**config.mk**
```make
export PLATFORM = sky130hd
export DESIGN_NAME = enm_dist
export DESIGN_NICKNAME = d
export VERILOG_FILES = /design/src/enm_pkg.sv /design/src/enm_dist.sv
export SDC_FILE = /design/constraint.sdc
export NUM_CORES = 2
export LEC_CHECK = 0
export BUFFER_PORTS_ARGS = -buffer_cell sky130_fd_sc_hd__buf_2
export CORE_MARGIN = 3
export CORE_UTILIZATION = 55
export CTS_CLUSTER_DIAMETER = 40
export DETAILED_ROUTE_END_ITERATION = 8
export PLACE_DENSITY = 0.77
export SLEW_MARGIN = 20
export SYNTH_ARGS = -nofsm -noshare
export SYNTH_HDL_FRONTEND = slang
export SYNTH_SLANG_ARGS = --single-unit
export TNS_END_PERCENT = 20
```
**constraint.sdc**
```tcl
create_clock -name i_clk -period 7.55 [get_ports i_clk]
set_input_delay 0 -clock i_clk [delete_from_list [all_inputs] [get_ports i_clk]]
set_output_delay 0 -clock i_clk [all_outputs]
set_load 0.01 [all_outputs]
```
**src/enm_pkg.sv**
```systemverilog
// Package with types and constants for the endpoint nearest matcher.
`timescale 1ns / 1ps
package enm_pkg;
    localparam int MaxEnds = 32;
    localparam int IdxW = $clog2(MaxEnds);
    localparam int CntW = $clog2(MaxEnds + 1);
    localparam int CoordW = 16;
    localparam int DiffW = CoordW + 1;
    localparam int SqW = 2 * DiffW;
    localparam int DistW = SqW + 1;
    localparam logic [1:0] SideOwn = 2'd0;
    localparam logic [1:0] SideNbr = 2'd2;
    localparam logic [1:0] KindCross = 2'd0;
    localparam logic [1:0] KindOwn = 2'd1;
    localparam logic [1:0] KindNbr = 2'd2;
    localparam logic [1:0] KindNone = 2'd3;

    typedef struct packed {
        logic                     owner;
        logic [1:0]               side_label;
        logic [7:0]               end_id;
        logic signed [CoordW-1:0] pos_x;
        logic signed [CoordW-1:0] pos_z;
        logic                     load_done;
    } t_in_word;

    typedef struct packed {
        logic [1:0] pair_kind;
        logic [7:0] first_end;
        logic [7:0] second_end;
        logic       dropped_any;
        logic       final_pair;
    } t_out_word;

    typedef enum logic [3:0] {
        S_LOAD, S_CR_INIT, S_CR_RD, S_CR_CMP, S_CR_EMIT,
        S_PU_I, S_PU_RD, S_PU_CMP, S_PU_EMIT, S_NONE, S_WAIT
    } t_state;
endpackage

```
**src/enm_dist.sv**
```systemverilog
// Shared squared distance unit: reads two points, registers the differences, then the squares.
`timescale 1ns / 1ps
module enm_dist (
    input  logic                              i_clk,
    input  logic signed [enm_pkg::CoordW-1:0] i_ax,
    input  logic signed [enm_pkg::CoordW-1:0] i_az,
    input  logic signed [enm_pkg::CoordW-1:0] i_bx,
    input  logic signed [enm_pkg::CoordW-1:0] i_bz,
    output logic [enm_pkg::DistW-1:0]         o_dist
);
    import enm_pkg::*;
    logic signed [DiffW-1:0] r_dx, r_dz;
    logic [SqW-1:0] r_sx, r_sz;
    always_ff @(posedge i_clk) begin
        r_dx <= DiffW'(i_ax) - DiffW'(i_bx);
        r_dz <= DiffW'(i_az) - DiffW'(i_bz);
        r_sx <= SqW'(r_dx * r_dx);
        r_sz <= SqW'(r_dz * r_dz);
    end
    assign o_dist = DistW'(r_sx) + DistW'(r_sz);
endmodule

```
==> results.py <==
metrics = {
    "run_status": {
        "outcome": "finished clean",
    },
    "die": {
        "floorplan.die_area_sq_um": 46910,
        "die_height_um": 216.6,
        "floorplan.io_pins": 100,
        "core_area_sq_um": 43460,
        "effective_utilization_at_floorplan_pct": 56.12,
        "placementRows": 76,
        "die_width_um": 216.6,
    },
    "grt": {
        "global_route.usage.met2_pct": 41.72,
        "grt_max_degree": 34,
        "number_of_global_route_vias_before_repair": 19230,
        "grt_use_met3_pct": 2.356,
        "grt_antenna_before_repair": 0,
        "gr-total-overflow": 0,
        "total_global_routing_track_utilization_pct": 22.84,
        "first_pass_grt_wire_length_um": 87630,
        "global_route.peak_usage_layer": "met2",
        "grt_util_met1_pct": 28.84,
    },
    "timing": {
        "setup-tns-final_ns": 0,
        "final_critical_path_setup_slack_ns": 0.5818,
        "finalHoldViolCount": 0,
        "worst_clock_skew_ns": 0.01452,
        "worst_slew_pin_slew_ns": 0.9473,
        "grt_setup_unrepaired": "false",
        "fin_crit_ns": 6.968,
        "period_share_pct": 92.29,
        "max_slew_margin_pct": 36.76,
        "final_max_slew_viol_count": 0,
        "max_freq_mhz": 143.5,
        "report.final.setup_viol": 0,
    },
    "setup_path": {
        "critPathLaunchType": "flip-flop",
        "crit_slowest_cell": "sky130_fd_sc_hd__dfxtp_1",
        "cp_data_arrival_time_ns": 7.24,
        "critPathCaptureType": "flip-flop",
        "timing.critical_path.fanout_max": 16,
        "max_stage_delay_ns": 0.79,
        "critPathMostFrequentCell": "sky130_fd_sc_hd__fa_1",
        "crit_buf_inv": 5,
        "crit_family": "adder cells",
        "cp_data_required_time_ns": 7.82,
        "reg2reg_slack_ns": 0.58,
        "critical_path.cell_chain": "inv_1 -> nor2_1 -> fa_1 -> inv_1 -> fa_1 -> inv_1 -> fa_1 -> fa_1 -> fa_1 -> inv_1 -> fa_1 -> inv_1 -> ha_1 -> a21oi_1 -> o21ai_0 -> o21ai_0 -> o21ai_0 -> nand2_1 -> o311ai_0 -> a31o_2 -> a21oi_1 -> xnor2_1",
        "path_class": "reg -> reg",
    },
    "cells_and_area": {
        "fillers": 3653,
        "num-nets-final": 3526,
        "final_layout_size_suffix_gt1_share_pct": 6.299,
        "seqCellArea_sq_um": 2003,
        "antenna_diode_count": 0,
        "layout.core_utilization_pct": 59.84,
        "fin_cells": 3268,
        "syn2layout_area_growth_pct": 6.618,
        "multi_input_comb_area_sq_um": 19490,
    },
    "synthesis": {
        "post_synthesis_cells": 2586,
        "number_of_enable_flip_flop_cells_after_synthesis": 0,
        "synth_top_cell_area_share_pct": 43.83,
        "summed_instance_area_of_the_synthesized_netlist_sq_um": 24390,
        "yosys.cell_count.top_type": "sky130_fd_sc_hd__inv_1",
        "postSynthAreaPerCell_sq_um": 9.431,
        "synthesis.yosys.warnings": 0,
        "dominantRegCellSynth": "sky130_fd_sc_hd__dfxtp_1",
        "cells_taking_the_most_area_after_synthesis": "sky130_fd_sc_hd__fa_1, sky130_fd_sc_hd__ha_1, sky130_fd_sc_hd__inv_1",
        "async_flop_share_pct": 0,
        "synth_common_cells": "sky130_fd_sc_hd__inv_1, sky130_fd_sc_hd__fa_1, sky130_fd_sc_hd__ha_1, sky130_fd_sc_hd__nand2_1, sky130_fd_sc_hd__and2_1",
        "number_of_storage_elements_in_the_synthesis_netlist": 100,
        "syn-num-nets": 3434,
        "synth_cell_type_count": 62,
        "dominant_cell_type_by_area_after_synthesis": "sky130_fd_sc_hd__fa_1",
        "synth_seq_area_share_pct": 8.208,
    },
    "drt": {
        "via_per_inst": 5.218,
        "ant_nets": 0,
        "total_number_of_vias": 17050,
        "detail_route.wirelength_um": 49940,
        "drtIter0Drc": 1027,
        "first_pass_iters": 5,
        "routedWlPerCell_um": 15.28,
        "remaining_drc_errors": 0,
    },
    "place": {
        "post-place-ws_ns": 0.5781,
        "port_buffers": 99,
        "place.detailed.instances": 3240,
        "dp.final_hpwl_um": 43050,
        "gp_routability_congestion": 0.9140,
    },
    "clocking": {
        "clock_slew_at_reported_path_ffs_ns": 0.08,
        "cts_tree": "yes",
        "post_cts_resize_count": 0,
        "htree_num_levels": 3,
        "ctsLongestPathBuffers": 2,
        "cts-root-buf": "sky130_fd_sc_hd__clkbuf_16",
        "insertion_delay_ns": 0.38,
        "cts_buffers": 9,
        "clock_sink_count": 100,
    },
    "run": {
        "drv.max_cap_violation_count": 0,
    },
    "worst_hold_path": {
        "min-delay-path-class": "in -> reg",
    },
}
[logic make-up (layout without fill, tap and decap cells)]
logic type,after synthesis,after routing,synth area share [%]
adder cells (fa/ha/maj),783,783,56.60
flip-flops,100,100,8.208
AO/OA/AOI/OAI,270,270,7.567
buffers and inverters,772,869,11.88
multiplexers,2,2,0.08208
XOR/XNOR,148,148,5.315
AND/OR/NAND/NOR,511,511,10.34
[final timing paths]
check	cells after the start	endpoint	from
hold reg to reg	0	r_sz[0]$_DFF_P_	r_dz[0]$_DFF_P_
hold / removal	3	r_dz[14]$_DFF_P_	i_az[14]
setup reg to reg	22	r_sx[33]$_DFF_P_	r_dx[3]$_DFF_P_
setup / recovery	22	r_sx[33]$_DFF_P_	r_dx[3]$_DFF_P_
[flip-flops by register name, summed over array words and instances (netlist names)]
signal,count
r_sz,33
r_sx,33
r_dz,17
r_dx,17
[timing repair]
action,in CTS,in global routing
hold buffers,12,0
setup buffers,0,0
hold endpoints to repair,10,0
[per-stage QoR]
| stage | cell area (sq um) | hold slack (ns) |
|---|---|---|
| 2_1_floorplan | 24390 | 0.1704 |
| 3_3_place_gp | 25570 | 0.2771 |
| 3_5_place_dp | 25570 | 0.2801 |
| 4_1_cts | 26000 | 0.004445 |
| 5_1_grt | 26000 | 0.03225 |
| 6_report | 26000 | 0.01389 |
[tightest hold or removal path: stages]
cell and delay [ns]:
sky130_fd_sc_hd__buf_2 0.08, sky130_fd_sc_hd__ha_1 0.18, sky130_fd_sc_hd__xnor2_1 0.09
[cell type report]
class / count / share of cell area, %
timing repair buffer: 129 / 2.887
clock buffer: 9 / 0.8661
clock inverter: 7 / 0.3272
sequential: 100 / 7.703
multi-input combinational: 1714 / 74.95
tap: 585 / 2.815
inverter: 724 / 10.45
[layer usage]
layer | wire length (um) | share of wire (%) | vias up
met3 | 2003 | 4.0 | 78
met4 | 1071 | 2.1 | 0
li1 | - | - | 7922
met2 | 26730 | 54 | 401
met5 | 0 | 0 | -
met1 | 20130 | 40 | 8652
[layout by cell type, fill, tap and decap left out, drive strengths merged, types with 72 or more instances in the layout]
master / count
a21oi: 72
and2: 126
buf: 117
dfxtp: 100
fa: 534
ha: 249
inv: 725
nand2: 175
nor2: 82
xnor2: 112
Power is not shown: default switching activity piles up to over one toggle a cycle in this logic, so the estimate is an artifact.
